`src/sv/dcsd_pkg.sv`:
```
`timescale 1ns / 1ps
// ----------------------------------------------------------------------------
// dcsd_pkg
// Shared types and codes of the delta coordinate sequence decoder.
// ----------------------------------------------------------------------------
package dcsd_pkg;

	// Largest usable node count; node_count is clamped to 1..MAX_NODES
	localparam logic [15:0] MAX_NODES = 16'hFFFF;

	localparam int CFG_IDX_W  = 2;
	localparam int CFG_DATA_W = 16;

	// Configuration register indexes
	localparam logic [CFG_IDX_W-1:0] REG_DELTA_SIZE  = 2'd0;
	localparam logic [CFG_IDX_W-1:0] REG_HAS_SERIALS = 2'd1;
	localparam logic [CFG_IDX_W-1:0] REG_NODE_COUNT  = 2'd2;

	// Result kinds
	localparam logic [1:0] KIND_POINT  = 2'd0;
	localparam logic [1:0] KIND_SERIAL = 2'd1;
	localparam logic [1:0] KIND_BOX    = 2'd2;
	localparam logic [1:0] KIND_END    = 2'd3;

	// Work passed from the parser to the executor
	typedef enum logic [1:0] {
		CMD_HEAD,
		CMD_DELTA,
		CMD_SERIAL,
		CMD_END
	} cmd_op_t;

	typedef struct packed {
		cmd_op_t     op;
		logic [15:0] node_index;
		logic [31:0] val_a;      // start latitude or latitude delta
		logic [31:0] val_b;      // start longitude or longitude delta
		logic [7:0]  serial;
		logic        finish;     // bounding box follows this point
		logic        last;       // final result (box last flag for points)
	} cmd_t;

endpackage

```
`src/sv/dcsd_if.sv`:
```
`timescale 1ns / 1ps
// ----------------------------------------------------------------------------
// dcsd_if
// Byte, result and configuration channels of the decoder.
// ----------------------------------------------------------------------------
interface dcsd_byte_if;
	logic       valid;
	logic       ready;
	logic [7:0] data_byte;

	modport source (output valid, output data_byte, input ready);
	modport sink   (input valid, input data_byte, output ready);
endinterface

interface dcsd_res_if;
	logic        valid;
	logic        ready;
	logic [1:0]  kind;
	logic [15:0] node_index;
	logic [31:0] lat_value;
	logic [31:0] lon_value;
	logic [31:0] lat_max;
	logic [31:0] lon_max;
	logic [7:0]  serial;
	logic        last;

	modport source (output valid, output kind, output node_index, output lat_value,
		output lon_value, output lat_max, output lon_max, output serial, output last,
		input ready);
	modport sink (input valid, input kind, input node_index, input lat_value,
		input lon_value, input lat_max, input lon_max, input serial, input last,
		output ready);
endinterface

interface dcsd_cfg_if;
	logic        valid;
	logic        ready;
	logic [1:0]  index;
	logic [15:0] data;

	modport source (output valid, output index, output data, input ready);
	modport sink   (input valid, input index, input data, output ready);
endinterface

```
`src/sv/dcsd_front.sv`:
```
`timescale 1ns / 1ps
// ----------------------------------------------------------------------------
// dcsd_front
// Byte parser: holds the configuration registers, tracks the stream phase,
// assembles head and delta records and flag groups, and issues commands.
// ----------------------------------------------------------------------------
module dcsd_front import dcsd_pkg::*; (
	input  logic       clk,
	input  logic       arst_n,
	dcsd_byte_if.sink  bytes,
	dcsd_cfg_if.sink   cfg,
	output logic       push,
	output cmd_t       push_cmd,
	input  logic       full
);

	localparam logic [2:0] PH_HEAD   = 3'd0;
	localparam logic [2:0] PH_DELTA  = 3'd1;
	localparam logic [2:0] PH_FLAG   = 3'd2;
	localparam logic [2:0] PH_SERIAL = 3'd3;
	localparam logic [2:0] PH_DONE   = 3'd4;

	function automatic logic [31:0] sext(input logic [23:0] raw, input logic [1:0] n);
		logic [31:0] r;
		case (n)
			2'd1:    r = {{24{raw[7]}}, raw[7:0]};
			2'd2:    r = {{16{raw[15]}}, raw[15:0]};
			default: r = {{8{raw[23]}}, raw};
		endcase
		return r;
	endfunction

	// Lowest set bit among 0..6, else 7
	function automatic logic [2:0] lowest_bit(input logic [7:0] v);
		logic [2:0] p;
		p = 3'd7;
		for (int i = 6; i >= 0; i--) begin
			if (v[i]) p = 3'(i);
		end
		return p;
	endfunction

	logic [1:0]  delta_size_q;
	logic        has_serials_q;
	logic [15:0] node_count_q;

	logic [2:0]  phase_q, phase_d;
	logic [2:0]  bir_q, bir_d;
	logic [15:0] pidx_q, pidx_d;
	logic [47:0] head_q, head_d;
	logic [47:0] delta_q, delta_d;
	logic [7:0]  flag_q, flag_d;
	logic [2:0]  pos_q, pos_d;

	logic        take;
	logic [7:0]  b;
	logic [15:0] cnt;
	logic [1:0]  nb;
	logic [2:0]  rec;
	logic [2:0]  bir_inc;
	logic [47:0] db;
	logic [23:0] or_raw;
	logic [15:0] pidx_inc;
	logic [15:0] pidx_p8;
	logic        fin_delta;
	logic [15:0] rem;
	logic        final_grp;
	logic [7:0]  gmask;
	logic [7:0]  fmask;
	logic [7:0]  flag_clr;
	logic        push_c;
	cmd_t        cmd_c;

	assign cfg.ready   = 1'b1;
	assign bytes.ready = !full;
	assign take        = bytes.valid && !full;
	assign b           = bytes.data_byte;

	always_ff @(posedge clk or negedge arst_n) begin
		if (!arst_n) begin
			delta_size_q  <= 2'd1;
			has_serials_q <= 1'b0;
			node_count_q  <= 16'd1;
		end else if (cfg.valid) begin
			case (cfg.index)
				REG_DELTA_SIZE:  delta_size_q  <= cfg.data[1:0];
				REG_HAS_SERIALS: has_serials_q <= cfg.data[0];
				REG_NODE_COUNT:  node_count_q  <= cfg.data;
				default: ;
			endcase
		end
	end

	always_comb begin
		if (node_count_q == 16'd0)          cnt = 16'd1;
		else if (node_count_q > MAX_NODES)  cnt = MAX_NODES;
		else                                cnt = node_count_q;
	end

	assign nb      = (delta_size_q >= 2'd2) ? 2'd3 : delta_size_q + 2'd1;
	assign rec     = {nb, 1'b0};
	assign bir_inc = (bir_q < 3'd7) ? bir_q + 3'd1 : bir_q;
	assign db      = (bir_q < 3'd6) ? (delta_q | (48'(b) << {bir_q, 3'b000})) : delta_q;

	always_comb begin
		case (nb)
			2'd1:    or_raw = db[31:8];
			2'd2:    or_raw = db[39:16];
			default: or_raw = db[47:24];
		endcase
	end

	assign pidx_inc  = pidx_q + 16'd1;
	assign pidx_p8   = pidx_q + 16'd8;
	assign fin_delta = ({1'b0, pidx_inc} + 17'd1) >= {1'b0, cnt};

	// Usable bits of the current flag group
	assign rem       = (pidx_q < cnt) ? cnt - pidx_q : 16'd0;
	assign final_grp = rem <= 16'd8;
	assign gmask     = (rem >= 16'd8) ? 8'hFF : ((8'd1 << rem[2:0]) - 8'd1);
	assign fmask     = b & gmask;
	assign flag_clr  = flag_q & ~(8'd1 << pos_q);

	always_comb begin
		phase_d = phase_q;
		bir_d   = bir_q;
		pidx_d  = pidx_q;
		head_d  = head_q;
		delta_d = delta_q;
		flag_d  = flag_q;
		pos_d   = pos_q;
		push_c  = 1'b0;
		cmd_c   = '{op: CMD_END, node_index: 16'd0, val_a: 32'd0, val_b: 32'd0,
			serial: 8'd0, finish: 1'b0, last: 1'b0};

		unique case (phase_q)
			PH_HEAD: begin
				if (bir_q >= 3'd6) begin
					push_c       = 1'b1;
					cmd_c.op     = CMD_HEAD;
					cmd_c.val_a  = {4'b0000, b[3:0], head_q[23:0]};
					cmd_c.val_b  = {4'b0000, b[7:4], head_q[47:24]};
					cmd_c.finish = cnt <= 16'd1;
					cmd_c.last   = !has_serials_q;
					bir_d        = 3'd0;
					head_d       = '0;
					pidx_d       = 16'd0;
					if (cnt <= 16'd1) phase_d = has_serials_q ? PH_FLAG : PH_DONE;
					else              phase_d = PH_DELTA;
				end else begin
					head_d = head_q | (48'(b) << {bir_q, 3'b000});
					bir_d  = bir_q + 3'd1;
				end
			end
			PH_DELTA: begin
				delta_d = db;
				bir_d   = bir_inc;
				if (bir_inc >= rec) begin
					push_c           = 1'b1;
					cmd_c.op         = CMD_DELTA;
					cmd_c.node_index = pidx_inc;
					cmd_c.val_a      = sext(db[23:0], nb);
					cmd_c.val_b      = sext(or_raw, nb);
					cmd_c.finish     = fin_delta;
					cmd_c.last       = !has_serials_q;
					bir_d            = 3'd0;
					delta_d          = '0;
					if (fin_delta) begin
						pidx_d  = 16'd0;
						phase_d = has_serials_q ? PH_FLAG : PH_DONE;
					end else begin
						pidx_d  = pidx_inc;
					end
				end
			end
			PH_FLAG: begin
				if (fmask == 8'd0) begin
					if (final_grp) begin
						push_c     = 1'b1;
						cmd_c.op   = CMD_END;
						cmd_c.last = 1'b1;
						phase_d    = PH_DONE;
					end else begin
						pidx_d = pidx_p8;
					end
				end else begin
					flag_d  = fmask;
					pos_d   = lowest_bit(fmask);
					phase_d = PH_SERIAL;
				end
			end
			PH_SERIAL: begin
				push_c           = 1'b1;
				cmd_c.op         = CMD_SERIAL;
				cmd_c.node_index = pidx_q + {13'd0, pos_q};
				cmd_c.serial     = b;
				flag_d           = flag_clr;
				if (flag_clr != 8'd0) begin
					pos_d = lowest_bit(flag_clr);
				end else if (final_grp) begin
					cmd_c.last = 1'b1;
					phase_d    = PH_DONE;
				end else begin
					pidx_d  = pidx_p8;
					phase_d = PH_FLAG;
				end
			end
			default: ; // drop bytes after the end
		endcase
	end

	assign push     = take && push_c;
	assign push_cmd = cmd_c;

	always_ff @(posedge clk or negedge arst_n) begin
		if (!arst_n) begin
			phase_q <= PH_HEAD;
			bir_q   <= 3'd0;
			pidx_q  <= 16'd0;
			head_q  <= '0;
			delta_q <= '0;
			flag_q  <= 8'd0;
			pos_q   <= 3'd0;
		end else if (take) begin
			phase_q <= phase_d;
			bir_q   <= bir_d;
			pidx_q  <= pidx_d;
			head_q  <= head_d;
			delta_q <= delta_d;
			flag_q  <= flag_d;
			pos_q   <= pos_d;
		end
	end

endmodule

```
`src/sv/dcsd_queue.sv`:
```
`timescale 1ns / 1ps
// ----------------------------------------------------------------------------
// dcsd_queue
// Small command FIFO between parser and executor.
// ----------------------------------------------------------------------------
module dcsd_queue import dcsd_pkg::*; #(
	parameter int DEPTH = 4
) (
	input  logic clk,
	input  logic arst_n,
	input  logic push,
	input  cmd_t wr_cmd,
	output logic full,
	output logic rd_valid,
	output cmd_t rd_cmd,
	input  logic pop
);

	localparam int AW = (DEPTH > 1) ? $clog2(DEPTH) : 1;
	localparam int CW = $clog2(DEPTH + 1);

	cmd_t          slot_q [DEPTH];
	logic [AW-1:0] wr_ptr_q;
	logic [AW-1:0] rd_ptr_q;
	logic [CW-1:0] count_q;
	logic          do_push;
	logic          do_pop;

	assign full     = count_q == CW'(DEPTH);
	assign rd_valid = count_q != '0;
	assign rd_cmd   = slot_q[rd_ptr_q];
	assign do_push  = push && !full;
	assign do_pop   = pop && rd_valid;

	always_ff @(posedge clk) begin
		if (do_push) slot_q[wr_ptr_q] <= wr_cmd;
	end

	always_ff @(posedge clk or negedge arst_n) begin
		if (!arst_n) begin
			wr_ptr_q <= '0;
			rd_ptr_q <= '0;
			count_q  <= '0;
		end else begin
			if (do_push) wr_ptr_q <= (wr_ptr_q == AW'(DEPTH - 1)) ? '0 : wr_ptr_q + AW'(1);
			if (do_pop)  rd_ptr_q <= (rd_ptr_q == AW'(DEPTH - 1)) ? '0 : rd_ptr_q + AW'(1);
			if (do_push && !do_pop)      count_q <= count_q + CW'(1);
			else if (do_pop && !do_push) count_q <= count_q - CW'(1);
		end
	end

endmodule

```
`src/sv/dcsd_back.sv`:
```
`timescale 1ns / 1ps
// ----------------------------------------------------------------------------
// dcsd_back
// Executor: accumulates coordinates, tracks the bounding box and drives the
// registered result channel.
// ----------------------------------------------------------------------------
module dcsd_back import dcsd_pkg::*; (
	input  logic        clk,
	input  logic        arst_n,
	input  logic        cmd_valid,
	input  cmd_t        cmd,
	output logic        pop,
	dcsd_res_if.source  results
);

	logic [31:0] lat_acc_q, lon_acc_q;
	logic [31:0] lat_min_q, lat_max_q, lon_min_q, lon_max_q;
	logic        box_pend_q;
	logic        box_last_q;
	logic        out_valid_q;
	logic [1:0]  kind_q;
	logic [15:0] idx_q;
	logic [31:0] lat_val_q, lon_val_q, lat_hi_q, lon_hi_q;
	logic [7:0]  serial_q;
	logic        last_q;

	logic        out_free;
	logic        box_load;
	logic [31:0] lat_n, lon_n;

	assign out_free = !out_valid_q || results.ready;
	assign pop      = cmd_valid && !box_pend_q && out_free;
	assign box_load = box_pend_q && out_free;

	assign lat_n = (cmd.op == CMD_HEAD) ? cmd.val_a : lat_acc_q + cmd.val_a;
	assign lon_n = (cmd.op == CMD_HEAD) ? cmd.val_b : lon_acc_q + cmd.val_b;

	always_ff @(posedge clk) begin
		if (pop) begin
			kind_q    <= KIND_END;
			idx_q     <= 16'd0;
			lat_val_q <= 32'd0;
			lon_val_q <= 32'd0;
			lat_hi_q  <= 32'd0;
			lon_hi_q  <= 32'd0;
			serial_q  <= 8'd0;
			last_q    <= cmd.last;
			unique case (cmd.op)
				CMD_HEAD: begin
					kind_q    <= KIND_POINT;
					lat_val_q <= lat_n;
					lon_val_q <= lon_n;
					last_q    <= 1'b0;
					lat_acc_q <= lat_n;
					lon_acc_q <= lon_n;
					lat_min_q <= lat_n;
					lat_max_q <= lat_n;
					lon_min_q <= lon_n;
					lon_max_q <= lon_n;
				end
				CMD_DELTA: begin
					kind_q    <= KIND_POINT;
					idx_q     <= cmd.node_index;
					lat_val_q <= lat_n;
					lon_val_q <= lon_n;
					last_q    <= 1'b0;
					lat_acc_q <= lat_n;
					lon_acc_q <= lon_n;
					if (lat_n < lat_min_q) lat_min_q <= lat_n;
					if (lat_n > lat_max_q) lat_max_q <= lat_n;
					if (lon_n < lon_min_q) lon_min_q <= lon_n;
					if (lon_n > lon_max_q) lon_max_q <= lon_n;
				end
				CMD_SERIAL: begin
					kind_q   <= KIND_SERIAL;
					idx_q    <= cmd.node_index;
					serial_q <= cmd.serial;
				end
				CMD_END: begin
					kind_q <= KIND_END;
				end
			endcase
			box_last_q <= cmd.last;
		end else if (box_load) begin
			kind_q    <= KIND_BOX;
			idx_q     <= 16'd0;
			lat_val_q <= lat_min_q;
			lon_val_q <= lon_min_q;
			lat_hi_q  <= lat_max_q;
			lon_hi_q  <= lon_max_q;
			serial_q  <= 8'd0;
			last_q    <= box_last_q;
		end
	end

	always_ff @(posedge clk or negedge arst_n) begin
		if (!arst_n) begin
			out_valid_q <= 1'b0;
			box_pend_q  <= 1'b0;
		end else begin
			if (pop || box_load)    out_valid_q <= 1'b1;
			else if (results.ready) out_valid_q <= 1'b0;
			// hold the box until the point ahead of it has left the output register
			if (pop)           box_pend_q <= cmd.finish &&
				(cmd.op == CMD_HEAD || cmd.op == CMD_DELTA);
			else if (box_load) box_pend_q <= 1'b0;
		end
	end

	assign results.valid      = out_valid_q;
	assign results.kind       = kind_q;
	assign results.node_index = idx_q;
	assign results.lat_value  = lat_val_q;
	assign results.lon_value  = lon_val_q;
	assign results.lat_max    = lat_hi_q;
	assign results.lon_max    = lon_hi_q;
	assign results.serial     = serial_q;
	assign results.last       = last_q;

endmodule

```
`src/sv/delta_coord_sequence_decoder_top.sv`:
```
`timescale 1ns / 1ps
// ----------------------------------------------------------------------------
// delta_coord_sequence_decoder_top
// Delta coordinate sequence decoder: parser, command queue and executor.
// ----------------------------------------------------------------------------
// Takes one stream byte per cycle as long as the command queue has room; a
// result passes through the command queue and the output register once the
// byte that completes it is accepted. Each result occupies the output
// register on its own, so the final point of the coordinate section and the
// bounding box behind it leave one after the other, and the QUEUE_DEPTH-entry
// queue between the parser and the executor absorbs the extra box word and
// output stalls up to its depth; longer stalls hold the byte input.
// Configuration registers are written through cfg, which is always ready;
// write them only while the decoder is idle. After the final result all
// further bytes are accepted and dropped until reset.
module delta_coord_sequence_decoder_top import dcsd_pkg::*; #(
	parameter int QUEUE_DEPTH = 4
) (
	input  logic       clk,
	input  logic       arst_n,
	dcsd_byte_if.sink  bytes,
	dcsd_cfg_if.sink   cfg,
	dcsd_res_if.source results
);

	logic push;
	cmd_t push_cmd;
	logic full;
	logic q_valid;
	cmd_t q_cmd;
	logic pop;

	dcsd_front u_front (
		.clk      (clk),
		.arst_n   (arst_n),
		.bytes    (bytes),
		.cfg      (cfg),
		.push     (push),
		.push_cmd (push_cmd),
		.full     (full)
	);

	dcsd_queue #(
		.DEPTH (QUEUE_DEPTH)
	) u_queue (
		.clk      (clk),
		.arst_n   (arst_n),
		.push     (push),
		.wr_cmd   (push_cmd),
		.full     (full),
		.rd_valid (q_valid),
		.rd_cmd   (q_cmd),
		.pop      (pop)
	);

	dcsd_back u_back (
		.clk       (clk),
		.arst_n    (arst_n),
		.cmd_valid (q_valid),
		.cmd       (q_cmd),
		.pop       (pop),
		.results   (results)
	);

endmodule

```
`src/flat_wrapper.sv`:
```
// flat-port wrapper written by rule: the top's interface ports become plain ports
module delta_coord_sequence_decoder_top_flat import dcsd_pkg::*;
#(
	parameter int QUEUE_DEPTH = 4
)
  (clk, arst_n, bytes_valid, bytes_data_byte, bytes_ready, cfg_valid, cfg_index, cfg_data, cfg_ready, results_valid, results_kind, results_node_index, results_lat_value, results_lon_value, results_lat_max, results_lon_max, results_serial, results_last, results_ready);
  dcsd_byte_if bytes_i ();
  dcsd_cfg_if cfg_i ();
  dcsd_res_if results_i ();
  input  logic clk;
  input  logic arst_n;
  input wire logic [$bits(bytes_i.valid)-1:0] bytes_valid;
  input wire logic [$bits(bytes_i.data_byte)-1:0] bytes_data_byte;
  output wire logic [$bits(bytes_i.ready)-1:0] bytes_ready;
  input wire logic [$bits(cfg_i.valid)-1:0] cfg_valid;
  input wire logic [$bits(cfg_i.index)-1:0] cfg_index;
  input wire logic [$bits(cfg_i.data)-1:0] cfg_data;
  output wire logic [$bits(cfg_i.ready)-1:0] cfg_ready;
  output wire logic [$bits(results_i.valid)-1:0] results_valid;
  output wire logic [$bits(results_i.kind)-1:0] results_kind;
  output wire logic [$bits(results_i.node_index)-1:0] results_node_index;
  output wire logic [$bits(results_i.lat_value)-1:0] results_lat_value;
  output wire logic [$bits(results_i.lon_value)-1:0] results_lon_value;
  output wire logic [$bits(results_i.lat_max)-1:0] results_lat_max;
  output wire logic [$bits(results_i.lon_max)-1:0] results_lon_max;
  output wire logic [$bits(results_i.serial)-1:0] results_serial;
  output wire logic [$bits(results_i.last)-1:0] results_last;
  input wire logic [$bits(results_i.ready)-1:0] results_ready;
  assign bytes_i.valid = bytes_valid;
  assign bytes_i.data_byte = bytes_data_byte;
  assign bytes_ready = bytes_i.ready;
  assign cfg_i.valid = cfg_valid;
  assign cfg_i.index = cfg_index;
  assign cfg_i.data = cfg_data;
  assign cfg_ready = cfg_i.ready;
  assign results_valid = results_i.valid;
  assign results_kind = results_i.kind;
  assign results_node_index = results_i.node_index;
  assign results_lat_value = results_i.lat_value;
  assign results_lon_value = results_i.lon_value;
  assign results_lat_max = results_i.lat_max;
  assign results_lon_max = results_i.lon_max;
  assign results_serial = results_i.serial;
  assign results_last = results_i.last;
  assign results_i.ready = results_ready;
  delta_coord_sequence_decoder_top #(.QUEUE_DEPTH(QUEUE_DEPTH)) u_core (.clk(clk), .arst_n(arst_n), .bytes(bytes_i), .cfg(cfg_i), .results(results_i));
endmodule
```
`config.mk`:
```
export PLATFORM = sky130hd
export DESIGN_NAME = delta_coord_sequence_decoder_top_flat
export DESIGN_NICKNAME = d
export VERILOG_FILES = /design/src/sv/dcsd_pkg.sv /design/src/sv/dcsd_if.sv /design/src/sv/dcsd_front.sv /design/src/sv/dcsd_queue.sv /design/src/sv/dcsd_back.sv /design/src/sv/delta_coord_sequence_decoder_top.sv /design/src/flat_wrapper.sv
export SDC_FILE = /design/constraint.sdc
export NUM_CORES = 2
export LEC_CHECK = 0
export CAP_MARGIN = 5
export CORE_MARGIN = 2
export CORE_UTILIZATION = 30
export CTS_CLUSTER_DIAMETER = 150
export DETAILED_ROUTE_END_ITERATION = 8
export DONT_BUFFER_PORTS = 1
export SKIP_LAST_GASP = 1
export SLEW_MARGIN = 20
export SYNTH_ARGS = -nofsm -noshare
export SYNTH_HDL_FRONTEND = slang
export SYNTH_SLANG_ARGS = --single-unit
```
`constraint.sdc`:
```
create_clock -name clk -period 24.2 [get_ports clk]
set_input_delay 7.26 -clock clk [delete_from_list [all_inputs] [get_ports clk]]
set_output_delay 7.26 -clock clk [all_outputs]
set_load 0.05 [all_outputs]
```
* Yosys cells after proc, flatten, opt, wreduce, memory -nomap -nowiden *
Memory sizes are Yosys's and may differ from the RTL's.
Cells that the tools add are included.

operators by class
  add/sub/neg operators = 14
  magnitude comparators = 15
  eq/ne operators = 25
  shift operators = 3
  multiplexer cells = 106
  bitwise logic cells = 5
  reduce and logical (&&, ||, !) cells = 50

operators by type and width
  cell                     number
  $mux W32                 12
  $pmux W32 S2             6
  $mux W16                 12
  $mux W48                 3
  $pmux W64 S2             1
  $or A48 B48 Y48          2
  $mux W3                  28
  $mux W82                 1
  $add A32 B32 Y32         2
  $gt A32 B32 Y1           2
  $lt A32 B32 Y1           2
  $pmux W16 S4             1
  $mux W60                 1
  $mux W8                  6
  $pmux W24 S2             1
  $shl A8 B6 Y48           1
  $pmux W16 S2             1
  $ne A2 B2 Y1 const B     11
  $add A16 B1 Y17 const B  1
  $ge A17 B16 Y1           1
  $add A16 B1 Y16 const B  1
  $add A16 B3 Y16          1
  $add A16 B4 Y16 const B  1
  $and A8 B8 Y8            2
  other kinds (47)         118

word-level totals
  register bits after elaboration = 505
  RAM bits = 368
  bits of input ports = 31
  output and inout port bits = 158
  logic and storage cells = 249
  memories kept = 1

memory list
  name                   depth  bits a word  read ports  clocked after Yosys merged registers in  wr ports  RTL line          text
  u_core.u_queue.slot_q  4      92           1           0                                        1         dcsd_queue.sv:22  cmd_t slot_q [DEPTH];

* Depth between registers and ports, before layout *
  depth after elaboration = 18
  gate-level depth with buffers = 28

* By module *
Synthesis repeated with hierarchy kept, for this count alone.

unflattened totals
  cells, all modules = 3565
  area, all modules = 43185.2 um^2

modules (own cells, without submodules)
  module      times used  cells an instance  area an instance (um^2)
  dcsd_back   1           1717               18691.7
  dcsd_queue  1           518                13772.0
  dcsd_front  1           1330               10721.5

* Worst setup path before layout *
OpenSTA, ideal clock, no wires.

  kind = input-to-reg
  start point = in bytes_data_byte[3]
  end point = mem u_core.u_queue.slot_q[0][0] (netlist bit), enable pin
  library setup time = 0.454 ns
  arrival time = 10.636 ns
  setup slack = 13.110 ns
  stages on the path = 8
  path buffers = 0
  cells stage by stage = nor2_1 -> nor3_1 -> a21oi_1 -> o221a_2 -> o211ai_4 -> or4_4 -> a31oi_4 -> and2_1

between the ends
  longest elaborated chain between the ends = 8

ends and longest elaborated chain
  element                        RTL line            text
  start, declared                flat_wrapper.sv:13  input wire logic [$bits(bytes_i.data_byte)-1:0] bytes_data_byte;
  $and A8 B8 Y8                  dcsd_front.sv:121   assign fmask = b & gmask;
  $logic_not A8 Y1               dcsd_front.sv:177   if (fmask == 8'd0) begin
  $mux W1                        dcsd_front.sv:177
  $pmux W1 S4                    dcsd_front.sv:136   unique case (phase_q)
  $logic_and A1 B1 Y1            dcsd_front.sv:212   assign push = take && push_c;
  $logic_and A1 B1 Y1            dcsd_queue.sv:32    assign do_push = push && !full;
  via u_core.u_queue.do_push     dcsd_queue.sv:26    logic do_push;
  $mux W1                        dcsd_queue.sv:36    if (do_push) slot_q[wr_ptr_q] <= wr_cmd;
  $mux W1 (not written as such)  dcsd_queue.sv:36
  end, declared                  dcsd_queue.sv:22

The timed path passes the listed nets, and every way through them passes these cells.

* Worst setup path in the final report *
  start point = in results_ready
  end point = reg u_core.u_back.lat_val_q[6] (netlist: u_core.u_back.results.lat_value[6]), data pin

between the ends
  longest elaborated chain between the ends = 3

ends and longest elaborated chain
  element               RTL line            text
  start, declared       flat_wrapper.sv:28  input wire logic [$bits(results_i.ready)-1:0] results_ready;
  $logic_or A1 B1 Y1    dcsd_back.sv:31     assign out_free = !out_valid_q || results.ready;
  $logic_and A1 B1 Y1   dcsd_back.sv:32     assign pop = cmd_valid && !box_pend_q && out_free;
  $mux W32              dcsd_back.sv:39     if (pop) begin
  end signal, assigned  dcsd_back.sv:51     lat_val_q <= lat_n;
  end signal, assigned  dcsd_back.sv:64     lat_val_q <= lat_n;
  end signal, assigned  dcsd_back.sv:87     lat_val_q <= lat_min_q;
  end, declared         dcsd_back.sv:23     logic [31:0] lat_val_q, lon_val_q, lat_hi_q, lon_hi_q;

Every way passes these cells.
A chain may end at the register's enable or synchronous reset.

==> results.cfg <==
[cts]
cts_setup_buffers = 0
clk_path_buf_depth = 3
cts_max_level = 3
path_clk_slew_ns = 0.06
cts_tree = done
cts-root-buf = clkbuf_16
cts_hold_buf = 0
cts_resized = 0
cts_buffers = 91
cts.sinks = 849
worstSkewPairLatency_ns = 0.70

[critical_path]
path_class = in -> reg
crit_arrival_ns = 10.57
rr_worst_depth = 27
cp-end-kind = register
crit_required_ns = 24.70
cp_max_fo = 89
critPathLaunchType = primary input

[cells_and_area]
nets = 3776
num_antenna_cells = 0
syn_to_final_growth_pct = 12.9
drive_gt1_share_pct = 11.4

[logic_synthesis]
yosysMostFrequentCell = edfxtp_1
ys_ff_latch = 849
synth_fp_nets = 3795
synth_top_area_share_pct = 45.2
ys_top_cells_by_count = edfxtp_1 (628), nand2_1 (373), a21oi_1 (248)
yosysUniqueCellTypes = 92
syn_area_um2 = 41700
ys_seq_area_share_pct = 57.7
synthArstFlopShare_pct = 18.5
syn_inst = 3519
synth_area_leaders = edfxtp_1 (45%), dfrtp_1 (9.3%), ha_1 (7.2%), mux4_2 (4.6%), nand2_1 (3.4%)
ys_warn_count = 0
ys.flop_type = edfxtp_1
yosys.area.top_type = edfxtp_1
avgSynthCellArea_um2 = 11.8
synth_edf_count = 628

[global_route]
grt_start_max_net_pins = 158
use_met3_pct = 2.47
grt_usage_pct = 14.8
met2_usage_pct = 22.9
antenna_found_initial = 2
grt_pass1_wl_um = 163000
met1_usage_pct = 21.4
overflow = 0
grt_pass1_vias = 26600
busiest_layer = met2

[route]
viasPerCell = 5.14
drtPass1Iterations = 5
drt_iter0_markers = 2471
drc = 0
wl_per_cell_um = 19.9
route.vias.total = 27600
totalWireLength_um = 107000
antenna_left = 0

[timing]
finClkSkew_ns = 0.0574
fin_setup_tns_ns = 0
min_period_ns = 10.07
slew_headroom_pct = 23.4
fmax_mhz = 99.3
fin_crit_sh_pct = 41.6
worstMarginPinSlew_ns = 1.14
hold_viol = 0
setup_viol = 0
rsz0062_at_grt = false
maxSlewViolCount = 0

[placement]
portBuffers = 0
dpl.hpwl_um = 73700
place_congestion = 0.839

[die]
fp.dieW_um = 377
io_pins = 189
die_area_um2 = 142000
initial_core_util_pct = 30.3
die_h_um = 377
row_count = 136
coreArea_um2 = 138000

[worst_hold_path]
whs_path_depth = 2
hold_class = reg -> reg

[run]
max_cap_viol_count = 0

[status]
status = finished, final reports clean
==> routing by layer <==
| metal | up-vias | wire, µm |
|---|---|---|
| met5 | - | 0 |
| met2 | 832 | 47800 |
| met3 | 135 | 6650 |
| li1 | 13000 | - |
| met1 | 13600 | 50500 |
| met4 | 0 | 2110 |
==> layout by cell type (no fill, tap or decap), types with 12 or more instances in the layout <==
cell type	count
a21o_1	87
a21oi_1	247
a22o_1	21
a31oi_1	121
and3_1	41
buf_4	78
bufinv_16	13
clkbuf_16	91
clkinv_1	20
clkinv_2	13
dfrtp_1	153
dfxtp_1	64
edfxtp_1	628
ha_1	239
inv_1	189
mux2_2	30
mux4_2	86
nand2_1	372
nand2b_1	41
nand3_1	46
nand4_1	33
nor2_1	217
nor2b_1	44
nor3_1	34
nor4_1	15
o211ai_1	13
o21a_1	16
o21ai_0	238
o21bai_1	12
o22ai_1	15
o31ai_1	17
xnor2_1	62
xor2_1	35
==> stage by stage <==
| stage | cell area (µm²) | worst slack [ns] | util, % | hold slack [ns] | std cells |
|---|---|---|---|---|---|
| after floorplan | 41700 | 13.11 | - | 0.462 | 3519 |
| after global placement | 43900 | 13.51 | 31.9 | 0.475 | 5201 |
| after detailed placement | 43900 | 13.41 | 31.9 | 0.483 | 5201 |
| after CTS | 47100 | 14.16 | 34.2 | 0.496 | 5372 |
| after global routing | 47100 | 13.83 | 34.2 | 0.506 | 5372 |
| final | 47100 | 14.13 | 34.2 | 0.494 | 5372 |
==> sequential cells by signal, indices dropped and copies added, names as in the netlist, 8 cells and up <==
name and cells:
u_core.u_back.lon_max_q 32, u_core.u_front.flag_q 8, u_core.u_back.results.lat_max 32, u_core.u_back.results.serial 8, u_core.u_back.results.lat_value 32, u_core.u_back.lat_min_q 32
u_core.u_back.results.node_index 16, u_core.u_queue.slot_q 344, u_core.u_back.results.lon_value 32, u_core.u_back.lon_min_q 32, u_core.u_front.head_q 48, u_core.u_back.results.lon_max 32
u_core.u_back.lat_max_q 32, u_core.u_front.node_count_q 16, u_core.u_back.lat_acc_q 32, u_core.u_back.lon_acc_q 32, u_core.u_front.delta_q 48, u_core.u_front.pidx_q 16
==> path summary, 6_finish.rpt <==
path                                            startpoint                                  to  slack (ns)
min in group asynchronous                           arst_n           u_core.u_front.pidx_q[14]        6.26
worst min register to register  u_core.u_front.delta_q[14]          u_core.u_front.delta_q[14]        0.49
max in group asynchronous                           arst_n      u_core.u_front.delta_size_q[0]       17.50
worst min-delay path            u_core.u_front.delta_q[14]          u_core.u_front.delta_q[14]        0.49
worst max-delay path                         results_ready  u_core.u_back.results.lat_value[6]       14.13
worst max register to register  u_core.u_queue.rd_ptr_q[0]         u_core.u_back.lon_max_q[10]       15.78
==> worst max-delay path, cell delays in order <==
cell and delay (ns):
nor2b_1 0.09, nor3_2 0.16, buf_4 0.32, buf_4 0.76, o21ai_1 0.15, buf_4 0.25
inv_4 0.46, buf_4 0.76, nand2_1 0.08, o21ai_0 0.13
==> logic make-up after synthesis <==
family / share of synthesized area [%]
other: 0.00900
AOI/OAI and AO/OA: 13.6
adders and majority gates: 7.44
buffers and inverters: 3.48
and+or+nand+nor: 10.0
xor gates and xnor gates: 2.04
DFF: 57.7
muxes: 5.65
==> cell type report <==
cell class,instances,area [µm²]
clock inverter,69,817
clock buffer,102,2320
timing repair buffer,78,586
multi-input combinational,2288,16300
sequential,849,24100
fill,13400,90600
inverter,192,723
tap,1794,2240
Power is left out: the tool's default activity adds up to more than one toggle a clock period on the data nets, which glitch-free logic cannot reach.
